File: config.mk
export PLATFORM = sky130hd
export DESIGN_NAME = midi_two_port_merger_top
export DESIGN_NICKNAME = d
export VERILOG_FILES = /design/src/sv/midi_merge_pkg.sv /design/src/sv/midi_two_port_merger_top.sv
export SDC_FILE = /design/constraint.sdc
export NUM_CORES = 1
export LEC_CHECK = 0
export ABC_AREA = 1
export BUFFER_PORTS_ARGS = -buffer_cell sky130_fd_sc_hd__buf_2
export CORE_MARGIN = 3
export CORE_UTILIZATION = 55
export CTS_BUF_LIST = sky130_fd_sc_hd__clkbuf_4 sky130_fd_sc_hd__clkbuf_8
export DETAILED_ROUTE_END_ITERATION = 10
export PLACE_DENSITY = 0.71
export REMOVE_ABC_BUFFERS = 1
export SYNTH_ARGS = -nofsm -noshare
export SYNTH_HDL_FRONTEND = slang
export SYNTH_SLANG_ARGS = --single-unit
File: constraint.sdc
create_clock -name clk -period 2.72 [get_ports clk]
set_clock_uncertainty 0.05 [all_clocks]
set_input_delay 0.136 -clock clk [delete_from_list [all_inputs] [get_ports clk]]
set_output_delay 0.136 -clock clk [all_outputs]
set_load 0.05 [all_outputs]
File: src/sv/midi_merge_pkg.sv
`timescale 1ns / 1ps
// ----------------------------------------------------------------------------
// midi merger package
// Types, codes and byte classification for the two-port MIDI merger.
// ----------------------------------------------------------------------------
package midi_merge_pkg;

    localparam int FIFO_DEPTH = 32;
    localparam int PTR_W      = $clog2(FIFO_DEPTH);
    localparam int CNT_W      = $clog2(FIFO_DEPTH + 1);

    localparam logic [7:0] SYSEX_END_BYTE = 8'hF7;
    localparam logic [7:0] REALTIME_FIRST = 8'hF8;

    typedef enum logic [1:0] {
        KIND_P1_BYTE = 2'd0,
        KIND_P2_BYTE = 2'd1,
        KIND_P1_DONE = 2'd2,
        KIND_P2_DONE = 2'd3
    } kind_t;

    typedef enum logic [1:0] {
        OWN_IDLE = 2'd0,
        OWN_P1   = 2'd1,
        OWN_P2   = 2'd2
    } owner_t;

    typedef enum logic [2:0] {
        MARK_NONE        = 3'd0,
        MARK_CHAN1       = 3'd1,
        MARK_CHAN2       = 3'd2,
        MARK_CH1_STOPPED = 3'd3,
        MARK_CH2_STOPPED = 3'd4
    } mark_t;

    typedef enum logic [1:0] {
        CLS_PLAIN     = 2'd0,
        CLS_REALTIME  = 2'd1,
        CLS_SYSEX_END = 2'd2
    } byte_cls_t;

    typedef enum logic {
        ST_IDLE  = 1'b0,
        ST_DRAIN = 1'b1
    } state_t;

    function automatic byte_cls_t byte_class(input logic [7:0] b);
        byte_cls_t cls;
        if (b == SYSEX_END_BYTE)
            cls = CLS_SYSEX_END;
        else if (b >= REALTIME_FIRST)
            cls = CLS_REALTIME;
        else
            cls = CLS_PLAIN;
        return cls;
    endfunction

endpackage

File: src/sv/midi_two_port_merger_top.sv
`timescale 1ns / 1ps
// ----------------------------------------------------------------------------
// midi two port merger
// Merges two MIDI byte streams onto one output, holding the non-owning
// port's bytes in a byte FIFO until a done or sysex end event drains it.
// ----------------------------------------------------------------------------
// An item that emits at most its own byte does not stall the input, and the
// next item is taken as soon as the output register is free. An item that
// drains the FIFO keeps the input stalled until every waiting byte, up to
// FIFO_DEPTH of them, has been sent, and longer while the output is stalled.
// This is set by the single read port of the FIFO memory, which sends one byte
// per cycle through the output register while the output is not stalled. No
// clearing pass after reset.
module midi_two_port_merger_top
    import midi_merge_pkg::*;
(
    input  logic       clk,
    input  logic       rst_n,
    input  logic       in_valid,
    output logic       in_stall,
    input  logic [1:0] kind,
    input  logic [7:0] midi_byte,
    output logic       out_valid,
    input  logic       out_stall,
    output logic [7:0] out_byte,
    output logic       last_of_run
);

    state_t             state_reg, state_next;
    owner_t             owner_reg, owner_next;
    mark_t              mark_reg, mark_next;
    logic [PTR_W-1:0]   rd_ptr_reg, rd_ptr_next;
    logic [PTR_W-1:0]   wr_ptr_reg, wr_ptr_next;
    logic [CNT_W-1:0]   cnt_reg, cnt_next;
    logic               out_valid_reg, out_valid_next;
    logic [7:0]         out_byte_reg, out_byte_next;
    logic               last_reg, last_next;
    logic [7:0]         rd_data_reg;
    logic [7:0]         fifo_mem [FIFO_DEPTH];

    logic               accept;
    logic               out_free;
    logic               do_push;
    logic               drain_load;
    byte_cls_t          cls;

    assign out_free = !out_valid_reg || !out_stall;
    assign in_stall = (state_reg != ST_IDLE) || !out_free;
    assign accept   = in_valid && !in_stall;
    assign cls      = byte_class(midi_byte);

    assign out_valid   = out_valid_reg;
    assign out_byte    = out_byte_reg;
    assign last_of_run = last_reg;

    function automatic logic [PTR_W-1:0] ptr_inc(input logic [PTR_W-1:0] p);
        logic [PTR_W-1:0] r;
        if (p == PTR_W'(FIFO_DEPTH - 1))
            r = '0;
        else
            r = p + 1'b1;
        return r;
    endfunction

    always_ff @(posedge clk or negedge rst_n)
    begin
        if (!rst_n)
        begin
            state_reg     <= ST_IDLE;
            owner_reg     <= OWN_IDLE;
            mark_reg      <= MARK_NONE;
            rd_ptr_reg    <= '0;
            wr_ptr_reg    <= '0;
            cnt_reg       <= '0;
            out_valid_reg <= 1'b0;
        end
        else
        begin
            state_reg     <= state_next;
            owner_reg     <= owner_next;
            mark_reg      <= mark_next;
            rd_ptr_reg    <= rd_ptr_next;
            wr_ptr_reg    <= wr_ptr_next;
            cnt_reg       <= cnt_next;
            out_valid_reg <= out_valid_next;
        end
    end

    always_ff @(posedge clk)
    begin
        out_byte_reg <= out_byte_next;
        last_reg     <= last_next;
    end

    // read follows the next read pointer so the head byte is always ready
    always_ff @(posedge clk)
    begin
        if (do_push)
            fifo_mem[wr_ptr_reg] <= midi_byte;
        rd_data_reg <= fifo_mem[rd_ptr_next];
    end

    always_comb
    begin
        logic emit_in;
        logic start_drain;
        logic want_push;

        emit_in     = 1'b0;
        start_drain = 1'b0;
        want_push   = 1'b0;

        state_next     = state_reg;
        owner_next     = owner_reg;
        mark_next      = mark_reg;
        rd_ptr_next    = rd_ptr_reg;
        wr_ptr_next    = wr_ptr_reg;
        cnt_next       = cnt_reg;
        out_valid_next = out_valid_reg && out_stall;
        out_byte_next  = out_byte_reg;
        last_next      = last_reg;
        do_push        = 1'b0;
        drain_load     = 1'b0;

        case (state_reg)
            ST_IDLE:
            begin
                if (accept)
                begin
                    case (kind_t'(kind))
                        KIND_P1_BYTE:
                        begin
                            if (cls != CLS_PLAIN)
                                emit_in = 1'b1;
                            else if (owner_reg == OWN_P2)
                            begin
                                mark_next = MARK_CHAN2;
                                want_push = 1'b1;
                            end
                            else
                            begin
                                owner_next = OWN_P1;
                                emit_in    = 1'b1;
                            end
                        end
                        KIND_P2_BYTE:
                        begin
                            if (cls == CLS_REALTIME)
                                emit_in = 1'b1;
                            else if (owner_reg == OWN_P1)
                            begin
                                if (cls != CLS_SYSEX_END)
                                    mark_next = MARK_CHAN1;
                                want_push = 1'b1;
                            end
                            else if (cls == CLS_SYSEX_END)
                            begin
                                emit_in     = 1'b1;
                                start_drain = (cnt_reg != '0);
                                owner_next  = OWN_P1;
                            end
                            else
                            begin
                                owner_next = OWN_P2;
                                emit_in    = 1'b1;
                            end
                        end
                        KIND_P1_DONE:
                        begin
                            if (owner_reg == OWN_P1)
                            begin
                                if (cnt_reg != '0)
                                begin
                                    start_drain = 1'b1;
                                    if (mark_reg == MARK_CHAN2)
                                        owner_next = OWN_P2;
                                    else if (mark_reg == MARK_CH2_STOPPED)
                                        owner_next = OWN_IDLE;
                                end
                                else
                                    owner_next = OWN_IDLE;
                            end
                            else if (mark_reg == MARK_CHAN1)
                                mark_next = MARK_CH1_STOPPED;
                        end
                        KIND_P2_DONE:
                        begin
                            if (owner_reg == OWN_P2)
                            begin
                                if (cnt_reg != '0)
                                begin
                                    start_drain = 1'b1;
                                    owner_next  = OWN_P1;
                                end
                                else
                                    owner_next = OWN_IDLE;
                            end
                        end
                        default:
                        begin
                            emit_in = 1'b0;
                        end
                    endcase

                    // full fifo drops the byte
                    if (want_push && (cnt_reg != CNT_W'(FIFO_DEPTH)))
                    begin
                        do_push     = 1'b1;
                        wr_ptr_next = ptr_inc(wr_ptr_reg);
                        cnt_next    = cnt_reg + 1'b1;
                    end

                    if (emit_in)
                    begin
                        out_valid_next = 1'b1;
                        out_byte_next  = midi_byte;
                        last_next      = !start_drain;
                    end

                    if (start_drain)
                        state_next = ST_DRAIN;
                end
            end
            ST_DRAIN:
            begin
                if (out_free)
                begin
                    drain_load     = 1'b1;
                    out_valid_next = 1'b1;
                    out_byte_next  = rd_data_reg;
                    last_next      = (cnt_reg == CNT_W'(1));
                    rd_ptr_next    = ptr_inc(rd_ptr_reg);
                    cnt_next       = cnt_reg - 1'b1;
                    if (cnt_reg == CNT_W'(1))
                        state_next = ST_IDLE;
                end
            end
            default:
            begin
                state_next = ST_IDLE;
            end
        endcase
    end

`ifndef SYNTHESIS
    a_cnt_bound: assert property (@(posedge clk) disable iff (!rst_n)
        cnt_reg <= CNT_W'(FIFO_DEPTH))
        else $error("fifo count above depth");

    a_drain_nonempty: assert property (@(posedge clk) disable iff (!rst_n)
        state_reg == ST_DRAIN |-> cnt_reg != '0)
        else $error("drain with empty fifo");

    a_drain_last_ends: assert property (@(posedge clk) disable iff (!rst_n)
        drain_load && cnt_reg == CNT_W'(1) |=> state_reg == ST_IDLE && last_reg)
        else $error("drain did not end on last byte");

    a_no_push_in_drain: assert property (@(posedge clk) disable iff (!rst_n)
        state_reg == ST_DRAIN |-> !do_push)
        else $error("fifo write during drain");
`endif

endmodule
==> impl_results.md, run 1 <==
* Number of global-route vias before repair at 9148
* Drt first-iter violations at 1057
* Actual slew at the worst max-slew pin at 692 ps
* CP dominant cell by count: nand2_1
* Final Max Tran Viols at 0
* FF-to-FF path depth at 15
* Fillers at 1881
* Crit path buffers/inverters at 1
* GRT Total Usage at 24.7%
* H-tree level count at 2
* F_max at 380 MHz
* Setup Crit Path Kind: register to register
* Tcrit/Tclk final at 96.8%
* Synth top area share at 58.5%
* Core Box Area at 0.0239 mm^2
* Data arrival, critical path at 3020 ps
* Hold Crit Class: primary input to register
* Top cells by area, synth: edfxtp_1, nand2_1, nand3_1
* Setup crit end: rd_data_reg[6]$_DFF_P_
* CP Max Fanout at 36
* Worst hold margin at 34.8 ps
* Post-synth EDFFs at 265
* Routability congestion estimate at 0.864
* Share of cells above drive strength 1 at 12.1%
* Worst IR Drop VDD at 763 uV
* Clk Tree Root Cell: clkbuf_8
* Power share of the clock group at 22.7%
* Reg2reg start: rd_ptr_reg[0]$_DFF_PN0_
* Mapped Area at 0.0136 mm^2
* Flop2flop setup slack at 90 ps
* Post-Synthesis Cells at 1372
* Routed Antenna Nets at 0
* Crit path from: rd_ptr_reg[0]$_DFF_PN0_
* CTS buffer count at 47
* Net Sw Frac at 41.4%
* Startpoint types: register
* Slowest stage delay, CP at 430 ps
* Total Wirelength at 32000 um
* Synth Register Bits at 295
* Top-count cell post-synth: nand2_1
* Pin count of the biggest net entering global routing at 66
* Post-DP HPWL at 19300 um
* # setup viols final at 0
* First-pass GRT wire length at 50600 um
* Clk_lat worst skew at 550 ps
* Dpl cell area at 0.0143 mm^2
* Leak Pwr at 6.68 nW
* Ports at 25
* Comb pwr share at 42.6%
* YS warnings at 0
* Post-synth ARST share at 7.46%
* Initial antenna violation count at 0
* Rel. slew slack at 53.7%
* Sw power at 6.59 mW
* CP delay by family, top: simple AND/OR/NAND/NOR gates
* Final instance area at 0.0153 mm^2
* Buffers on Ports at 24
* Period minus WS final at 2630 ps
* Clk slew on worst S/H paths at 60 ps
* Sequential share of the synthesized area at 63.7%
* Nets at 1484
* Post-synthesis cell type count at 32
* Die height at 163 um
* Largest register FFs at 256
* Req. time, crit path at 3110 ps
* First-pass detailed-route iteration total at 6
* Top cells by instance count after synthesis: nand2_1, edfxtp_1, nand3_1
* Vias at 9670
* Sequence of cells on the critical path: ha_1 -> nand2_1 -> nor2_1 -> ha_1 -> nor2_1 -> nand3_2 -> nand2_8 -> buf_16 -> nand2_1 -> nand3_1 -> nand3_1 -> nand3_1 -> nand2_1 -> nand2_1 -> nand2_1
* Area grow syn2layout at 12.9%
* Crit. End Element: register
* DR WL/cell at 17.7 um
* FP Rows at 56
* Clk sinks at 295
* Antenna Cells at 0
* CP Depth at 15
* Die footprint at 0.0267 mm^2
* Max Cap Viol at 0
* Global route total overflow at 0
* Status: finished clean
* Share of power burned in registers at 34.7%
* Total power draw at 15.9 mW
* Initial Util at 56.9%
* Crit-path slowest cell: dfrtp_1
* Internal power at 9.32 mW
* Cell taking the most area after synthesis: edfxtp_1
* Die width at 163 um
* Clk buf depth at 3
* Main flop type after synthesis: edfxtp_1
* Syn avg cell area at 9.91 um^2
* Drc violations at 0
* CTS tree: built
* FF-to-FF End: rd_data_reg[6]$_DFF_P_
* Via density per instance at 5.35
* Cell Pwr Density at 1040 mW/mm^2
* Final hold violation count at 0
==> placed cells by master, fill, tap and decap left out, drive strengths merged <==
cell | Yosys | routed
xnor2 | 2 | 2
nand3 | 256 | 256
or2 | 2 | 2
ha | 15 | 15
xor2 | 7 | 7
dlygate4sd3 | 0 | 8
o21ai | 28 | 28
dfrtp | 22 | 22
nor3 | 8 | 8
nor3b | 1 | 1
clkinv | 1 | 19
edfxtp | 265 | 265
nor2 | 45 | 45
nor4 | 1 | 1
buf | 53 | 86
dfxtp | 8 | 8
clkbuf | 7 | 64
nand2 | 350 | 350
nand3b | 40 | 40
a21oi | 4 | 4
nand4 | 2 | 2
inv | 254 | 254
or2b | 1 | 1
==> power groups by stage <==
| stage | Sequential (mW) | Clock, mW | Combinational (mW) |
|---|---|---|---|
| detailed placement | 5.60 | 0 | 6.60 |
| global placement | 5.60 | 0 | 6.52 |
| CTS | 5.51 | 3.66 | 6.65 |
| floorplan | 5.77 | 0 | 4.01 |
| global route | 5.55 | 3.90 | 7.48 |
| finish | 5.52 | 3.61 | 6.78 |
==> what timing repair did <==
| item | 4_1_cts | 5_1_grt |
|---|---|---|
| setup endpoints to repair | 0 | 6 |
| endpoints found under the hold margin | 28 | 0 |
| resized for setup | 0 | 4 |
| hold buffers | 8 | 0 |
| setup buffers | 0 | 3 |
==> how the worst min path moves through the flow <==
stage / slack [ps] / from / end / depth (start not counted)
3_3_place_gp: 120 / rst_n / cnt_reg[4]$_DFFE_PN0P_ / 1
4_1_cts: 9 / kind[1] / mark_reg[1]$_DFFE_PN0P_ / 4
6_report: 30 / kind[1] / mark_reg[1]$_DFFE_PN0P_ / 4
3_5_place_dp: 130 / rst_n / cnt_reg[4]$_DFFE_PN0P_ / 1
2_1_floorplan: -210 / rst_n / cnt_reg[0]$_DFFE_PN0P_ / 0
5_1_grt: 60 / kind[1] / mark_reg[1]$_DFFE_PN0P_ / 4
==> layout make-up <==
class | count | area [um^2] | area share [%]
flip-flops and latches | 295 | 8670 | 56.5
inverters | 255 | 960 | 6.25
clock inverters | 18 | 80.1 | 0.522
clock buffers | 64 | 812 | 5.29
well taps | 319 | 399 | 2.60
multi-input cells | 762 | 3660 | 23.8
repair buffers | 94 | 772 | 5.03
==> worst min-delay path, cell delays in order <==
cell and delay [ps]:
buf_2 110, inv_1 90, ha_1 150, o21ai_0 80
==> routing by layer <==
| layer | wire (um) | GRT usage (%) |
|---|---|---|
| met5 | 0 | 0 |
| met4 | 703 | 7.57 |
| met3 | 2590 | 4.26 |
| met2 | 14800 | 38.3 |
| met1 | 13900 | 36.2 |
==> cells by family after synthesis <==
group / synth area share, %
xor gates and xnor gates: 0.580
buffers and inverters: 9.57
DFF: 63.7
AOI/OAI and AO/OA: 1.37
and+or+nand+nor: 23.4
adders and majority gates: 1.38
==> metrics by stage <==
stage | setup TNS (ps) | cells | utilization (%) | worst slack [ps]
floorplan | -19250 | 1312 | - | -2180
global placement | 0 | 1714 | 60.0 | 171
detailed placement | 0 | 1714 | 60.0 | 125
CTS | 0 | 1804 | 64.0 | 111
global route | -94.8 | 1807 | 64.2 | -51.5
finish | 0 | 1807 | 64.2 | 86.3
(Power assumes the default switching activity.)
==> run 2: changes to the inputs <==
ABC_AREA = 0   (was 1)
MAX_ROUTING_LAYER = met4   (was not set)
==> impl_results.md, run 2 <==
* Status: finished clean (unchanged)
* Sequential cell area at 0.00867 mm^2 (unchanged)
* Worst hold path depth at 4 (unchanged)
* Period minus WS final at 2670 ps (was 2630 ps)
* Tcrit/Tclk final at 98.3% (was 96.8%)
* Fin util at 66.5% (was 64.2%)
* Req. time, crit path at 3120 ps (was 3110 ps)
* Top-count cell post-synth: edfxtp_1 (was nand2_1)
* Die height at 156 um (was 163 um)
* Post-Place Worst Slack at -153 ps (was 125 ps)
* Top cells by area, synth: edfxtp_1, mux2i_1, dfrtp_1 (was edfxtp_1, nand2_1, nand3_1)
* Worst hold margin at 33.5 ps (was 34.8 ps)
* Actual slew at the worst max-slew pin at 662 ps (was 692 ps)
* Cell taking the most area after synthesis: edfxtp_1 (unchanged)
* Synth Register Bits at 295 (unchanged)
* Rel. slew slack at 55.4% (was 53.7%)
* Routed Antenna Nets at 0 (unchanged)
* Clk sinks at 295 (unchanged)
* # placed instances at 1107 (was 1714)
* Die width at 156 um (was 163 um)
* Die footprint at 0.0243 mm^2 (was 0.0267 mm^2)
* Synth top area share at 64.3% (was 58.5%)
* Post-synth EDFFs at 265 (unchanged)
* Max Cap Viol at 0 (unchanged)
* Commonest non-fill, non-tap cell in the layout: edfxtp_1 (was nand2_1)
* Post-Layout Cell Count at 1214 (was 1807)
* Setup TNS at 0 ps (unchanged)
* Initial antenna violation count at 0 (unchanged)
* Core Box Area at 0.0220 mm^2 (was 0.0239 mm^2)
* H-tree level count at 2 (unchanged)
* Buffers on Ports at 24 (unchanged)
* GRT Total Usage at 23.0% (was 24.7%)
* FF-to-FF path depth at 8 (was 15)
* Fillers at 1507 (was 1881)
* Mapped Area at 0.0124 mm^2 (was 0.0136 mm^2)
* CTS buffer count at 47 (unchanged)
* Initial Util at 56.3% (was 56.9%)
* Via density per instance at 5.86 (was 5.35)
* Final Max Tran Viols at 0 (unchanged)
* Nets at 925 (was 1484)
* # setup viols final at 0 (unchanged)
* Clk_lat worst skew at 560 ps (was 550 ps)
* Pin count of the biggest net entering global routing at 36 (was 66)
* Routability congestion estimate at 0.983 (was 0.864)
* Post-synthesis cell type count at 52 (was 32)
* Main flop type after synthesis: edfxtp_1 (unchanged)
* Ports at 25 (unchanged)
* F_max at 374 MHz (was 380 MHz)
* Clk buf depth at 3 (unchanged)
* Syn avg cell area at 16.2 um^2 (was 9.91 um^2)
* Final worst slack at 46.0 ps (was 86.3 ps)
* Startpoint types: register (unchanged)
* Total Wirelength at 27000 um (was 32000 um)
* Most frequent cells in the layout: edfxtp_1, mux2i_1, buf_4, clkbuf_8, nor2_1 (was nand2_1, edfxtp_1, nand3_1, inv_1, buf_4)
* DR WL/cell at 22.2 um (was 17.7 um)
* Sequential share of the synthesized area at 70.1% (was 63.7%)
* CTS tree: built (unchanged)
* Vias at 7115 (was 9670)
* Worst IR Drop VDD at 529 uV (was 763 uV)
* Reg2reg start: out_valid$_DFF_PN0_ (was rd_ptr_reg[0]$_DFF_PN0_)
* FP Rows at 54 (was 56)
* Crit. End Element: register (unchanged)
* Final hold violation count at 0 (unchanged)
* Post-Synthesis Cells at 764 (was 1372)
* Leak Pwr at 5.57 nW (was 6.68 nW)
* HP Start: kind[1] (unchanged)
* Area grow syn2layout at 18.0% (was 12.9%)
* Drc violations at 0 (unchanged)
* First-pass GRT wire length at 41100 um (was 50600 um)
* Post-DP HPWL at 17100 um (was 19300 um)
* Cell Pwr Density at 1130 mW/mm^2 (was 1040 mW/mm^2)
* Top cells by instance count after synthesis: edfxtp_1, mux2i_1, nor2_1 (was nand2_1, edfxtp_1, nand3_1)
* Global route total overflow at 0 (unchanged)
* First-pass detailed-route iteration total at 6 (unchanged)
* Number of global-route vias before repair at 7140 (was 9148)
* Crit path from: out_valid$_DFF_PN0_ (was rd_ptr_reg[0]$_DFF_PN0_)
* Clk Tree Root Cell: clkbuf_8 (unchanged)
* Area of the multi-input gates at 0.00351 mm^2 (was 0.00366 mm^2)
* CP Max Fanout at 14 (was 36)
* Data arrival, critical path at 3070 ps (was 3020 ps)
* YS warnings at 0 (unchanged)
* Hold Crit Class: primary input to register (unchanged)
* Largest register FFs at 256 (unchanged)
* Share of cells above drive strength 1 at 22.8% (was 12.1%)
* Post-synth ARST share at 7.46% (unchanged)
* Drt first-iter violations at 589 (was 1057)
* Setup Crit Path Kind: register to register (unchanged)
* Clk slew on worst S/H paths at 60 ps (about the same)
==> run 2: changes by cell type after synthesis, sizes merged, moves of 5 or more <==
cell / before / now
a21oi: 4 / 21
buf: 53 / 23
inv: 254 / 19
nor2b: 0 / 5
mux2: 0 / 9
o22ai: 0 / 31
mux2i: 0 / 180
nand3: 256 / 11
nor4: 1 / 13
nand3b: 40 / 1
or3: 0 / 5
nand2: 350 / 33
o21ai: 28 / 7
nor2: 45 / 39
==> run 2: critical path, cell delays in order, from the launching register on <==
cell and delay [ps]:
dfrtp_1 450, a21boi_4 260, buf_4 200, mux2i_4 360, buf_12 220, buf_12 180
mux2i_1 300, o22ai_2 180, nor4_4 360
==> run 2: path summary, 6_finish.rpt <==
kind                                                 to  slack [ps]
worst max-delay path             rd_data_reg[5]$_DFF_P_          50
worst min-delay path            mark_reg[0]$_DFFE_PN0P_          30
worst max register to register   rd_data_reg[5]$_DFF_P_          50
worst min register to register   cnt_reg[5]$_DFFE_PN0P_         480
max in group asynchronous       mark_reg[1]$_DFFE_PN0P_        2220
min in group asynchronous           state_reg$_DFF_PN0_          50
==> run 2: report_power, final <==
part / switching (mW) / leakage, nW / internal (mW)
clock: 1.67 / 0.518 / 2.22
sequential: 0.292 / 2.71 / 5.28
combinational: 3.70 / 2.35 / 3.29
==> run 2: cells by family (layout without fill, tap and decap cells) <==
| family | count (synthesis) | count (layout) | share of synthesized area, % |
|---|---|---|---|
| XOR/XNOR | 6 | 6 | 0.425 |
| AND/OR/NAND/NOR | 130 | 130 | 5.47 |
| AO/OA/AOI/OAI | 80 | 80 | 4.19 |
| flip-flops | 295 | 295 | 70.1 |
| buffers and inverters | 46 | 215 | 2.42 |
| other | 0 | 1 | 0 |
| multiplexers | 192 | 192 | 15.9 |
| adder cells (fa/ha/maj) | 15 | 15 | 1.52 |
==> run 2: what timing repair did <==
| item | in CTS | in global routing |
|---|---|---|
| resized for setup | 9 | 10 |
| pin swaps | 1 | 0 |
| endpoints found under the hold margin | 54 | 0 |
| endpoints found under the setup margin | 1 | 81 |
| hold buffers | 10 | 0 |
| buffers inserted | 3 | 3 |
| gates cloned | 3 | 1 |
==> run 2: per-layer routing <==
metal,track usage (%),vias to the layer above,part of all wire [%]
li1,-,3254,-
met1,30.9,3552,43
met2,35.7,262,48
met3,5.13,47,7.3
met4,6.94,0,2.0
met5,-,-,0
==> run 2: layout make-up <==
| type | count | share of cell area (%) |
|---|---|---|
| repair buffers | 110 | 6.99 |
| diodes | 1 | 0.0171 |
| multi-input cells | 423 | 24.0 |
| flip-flops and latches | 295 | 59.4 |
| well taps | 280 | 2.40 |
| inverters | 19 | 0.506 |
| clock buffers | 61 | 5.24 |
| clock inverters | 25 | 1.47 |
==> run 2: stage by stage <==
step | power [mW] | cell area (um^2)
after floorplan | 8.08 | 12100
final | 16.5 | 14600
after global routing | 17.2 | 14600
after global placement | 11.7 | 13300
after detailed placement | 11.8 | 13300
after CTS | 16.3 | 14500
==> run 3: changes to the inputs <==
GPL_TIMING_DRIVEN = 0   (was not set)
==> impl_results.md, run 3 (synthesis results as in run 2) <==
* Status: finished clean (unchanged)
* Share of cells above drive strength 1 at 27.1% (was 22.8%)
* CTS tree: built (unchanged)
* Period minus WS final at 2690 ps (was 2670 ps)
* Actual slew at the worst max-slew pin at 734 ps (was 662 ps)
* Nets at 886 (was 925)
* Die height at 156 um (unchanged)
* Drc violations at 0 (unchanged)
* Setup Crit Path Kind: register to register (unchanged)
* Initial Util at 56.3% (unchanged)
* Max Cap Viol at 0 (unchanged)
* DR WL/cell at 22.2 um (about the same)
* Final Max Tran Viols at 0 (unchanged)
* Total power draw at 17.1 mW (was 16.5 mW)
* Clk Tree Root Cell: clkbuf_8 (unchanged)
* Final hold violation count at 0 (unchanged)
* CTS buffer count at 46 (was 47)
* Tcrit/Tclk final at 99.0% (was 98.3%)
* Area grow syn2layout at 19.1% (was 18.0%)
* Clk_lat worst skew at 550 ps (was 560 ps)
* Reg2reg start: cnt_reg[0]$_DFFE_PN0P_ (was out_valid$_DFF_PN0_)
* Startpoint types: register (unchanged)
* Rel. slew slack at 51.0% (was 55.4%)
* First-pass detailed-route iteration total at 5 (was 6)
* Initial antenna violation count at 0 (unchanged)
* Number of global-route vias before repair at 6991 (was 7140)
* CP Max Fanout at 8 (was 14)
* Largest register FFs at 256 (unchanged)
* Crit-path slowest cell: nor2_2 (was dfrtp_1)
* H-tree level count at 2 (unchanged)
* Leak Pwr at 5.43 nW (was 5.57 nW)
* Flop2flop setup slack at 30 ps (was 50 ps)
* # setup viols final at 0 (unchanged)
* Vias at 7001 (was 7115)
* Worst hold margin at 55.3 ps (was 33.5 ps)
* Buffers on Ports at 24 (unchanged)
* Data arrival, critical path at 2830 ps (was 3070 ps)
* FP Rows at 54 (unchanged)
* F_max at 371 MHz (was 374 MHz)
* Post-DP HPWL at 15900 um (was 17100 um)
* Crit. End Element: register (unchanged)
* Req. time, crit path at 2860 ps (was 3120 ps)
* Most frequent cells in the layout: edfxtp_1, mux2i_1, clkbuf_8, nand2_1, buf_2 (was edfxtp_1, mux2i_1, buf_4, clkbuf_8, nor2_1)
* Cell Pwr Density at 1160 mW/mm^2 (was 1130 mW/mm^2)
* Die width at 156 um (unchanged)
* Clk slew on worst S/H paths at 60 ps (about the same)
* Worst IR Drop VDD at 604 uV (was 529 uV)
* Dpl cell area at 0.0129 mm^2 (was 0.0133 mm^2)
* First-pass GRT wire length at 38600 um (was 41100 um)
* Via density per instance at 5.96 (was 5.86)
* Slowest stage delay, CP at 500 ps (was 450 ps)
* FF-to-FF End: fifo_mem[30][0]$_DFFE_PP_ (was rd_data_reg[5]$_DFF_P_)
* FF-to-FF path depth at 8 (unchanged)
* Pin count of the biggest net entering global routing at 37 (was 36)
* Final worst slack at 27.3 ps (was 46.0 ps)
* Post-Place Worst Slack at -1610 ps (was -153 ps)
* RSZ-0062 raised after global routing: true
* Routed Antenna Nets at 0 (unchanged)
* # placed instances at 1052 (was 1107)
* Ports at 25 (unchanged)
* Final instance area at 0.0147 mm^2 (was 0.0146 mm^2)
* Post-Layout Cell Count at 1174 (was 1214)
* Antenna Cells at 0 (was 1)
* Global route total overflow at 0 (unchanged)
* Drt first-iter violations at 750 (was 589)
* Clk sinks at 295 (unchanged)
* Routability congestion estimate at 0.891 (was 0.983)
* Hold Crit Class: primary input to async pin (was primary input to register)
* Sequence of cells on the critical path: inv_1 -> ha_1 -> nand2_1 -> o22ai_1 -> nor4_4 -> buf_4 -> nand2_2 -> nor2_2 (was a21boi_4 -> buf_4 -> mux2i_4 -> buf_12 -> buf_12 -> mux2i_1 -> o22ai_2 -> nor4_4)
* Total Wirelength at 26100 um (was 27000 um)
* Commonest non-fill, non-tap cell in the layout: edfxtp_1 (unchanged)
* GRT Total Usage at 21.5% (was 23.0%)
* Die footprint at 0.0243 mm^2 (unchanged)
* Core Box Area at 0.0220 mm^2 (unchanged)
* Clk buf depth at 3 (unchanged)
-- run 3: changes by cell type in the layout (fill, tap and decap cells not counted), sizes merged, moves of 2 or more --
cell | before | now
buf | 96 | 62
bufbuf | 3 | 0
bufinv | 4 | 2
clkbuf | 62 | 68
clkinv | 20 | 17
clkinvlp | 0 | 2
dlygate4sd3 | 10 | 6
-- run 3: metrics by stage --
stage                     TNS (ps)  utilization, %
final                            0            67.1
after CTS                    -11.3            64.9
after global placement     -387230            57.5
after floorplan            -139690               -
after detailed placement   -310640            58.8
after global routing         -8720            67.1
-- run 3: how the worst max path moves through the flow --
| stage | to | slack (ps) | cells after the start | start |
|---|---|---|---|---|
| after floorplan | rd_data_reg[6]$_DFF_P_ | -8910 | 5 | out_valid$_DFF_PN0_ |
| after global placement | rd_data_reg[6]$_DFF_P_ | -12440 | 7 | state_reg$_DFF_PN0_ |
| after detailed placement | fifo_mem[12][5]$_DFFE_PP_ | -1610 | 5 | state_reg$_DFF_PN0_ |
| after CTS | rd_data_reg[2]$_DFF_P_ | -10 | 8 | rd_ptr_reg[0]$_DFF_PN0_ |
| after global routing | fifo_mem[18][6]$_DFFE_PP_ | -70 | 8 | cnt_reg[0]$_DFFE_PN0P_ |
| final | fifo_mem[30][0]$_DFFE_PP_ | 30 | 8 | cnt_reg[0]$_DFFE_PN0P_ |
-- run 3: final cells by class --
class	instances	area [um^2]
clock buffers	64	806
inverters	19	73.8
fillers	1408	7230
multi-input cells	423	3840
flip-flops and latches	295	8670
well taps	280	350
clock inverters	21	145
repair buffers	72	850
-- run 3: repair_timing --
action,4_1_cts,5_1_grt
endpoints found under the hold margin,25,0
setup endpoints to repair,273,124
cloned,0,3
pin swaps,1,7
buffers inserted,13,15
gates resized for setup,54,45
hold buffers,6,0
-- run 3: worst max-delay path, delay by kind of cell (launching register included) --
family / cells / cell delay [ps]
adder cells (fa/ha/maj): 1 / 280
flip-flops: 1 / 470
AO/OA/AOI/OAI: 1 / 110
buffers and inverters: 2 / 310
AND/OR/NAND/NOR: 4 / 1120
-- run 3: routing by layer --
metal	part of all wire, %	up-vias	GRT usage (%)
met4	2.3	0	8.58
met1	40	3418	27.6
met2	50	343	34.3
met5	0	-	-
met3	7.4	60	3.83
li1	-	3180	-
-- run 3: where the power goes --
group | leakage (nW) | switching, mW | internal [mW] | total (mW)
registers | 2.71 | 0.282 | 5.28 | 5.56
clock network | 0.496 | 1.63 | 2.11 | 3.74
logic | 2.23 | 4.14 | 3.65 | 7.79
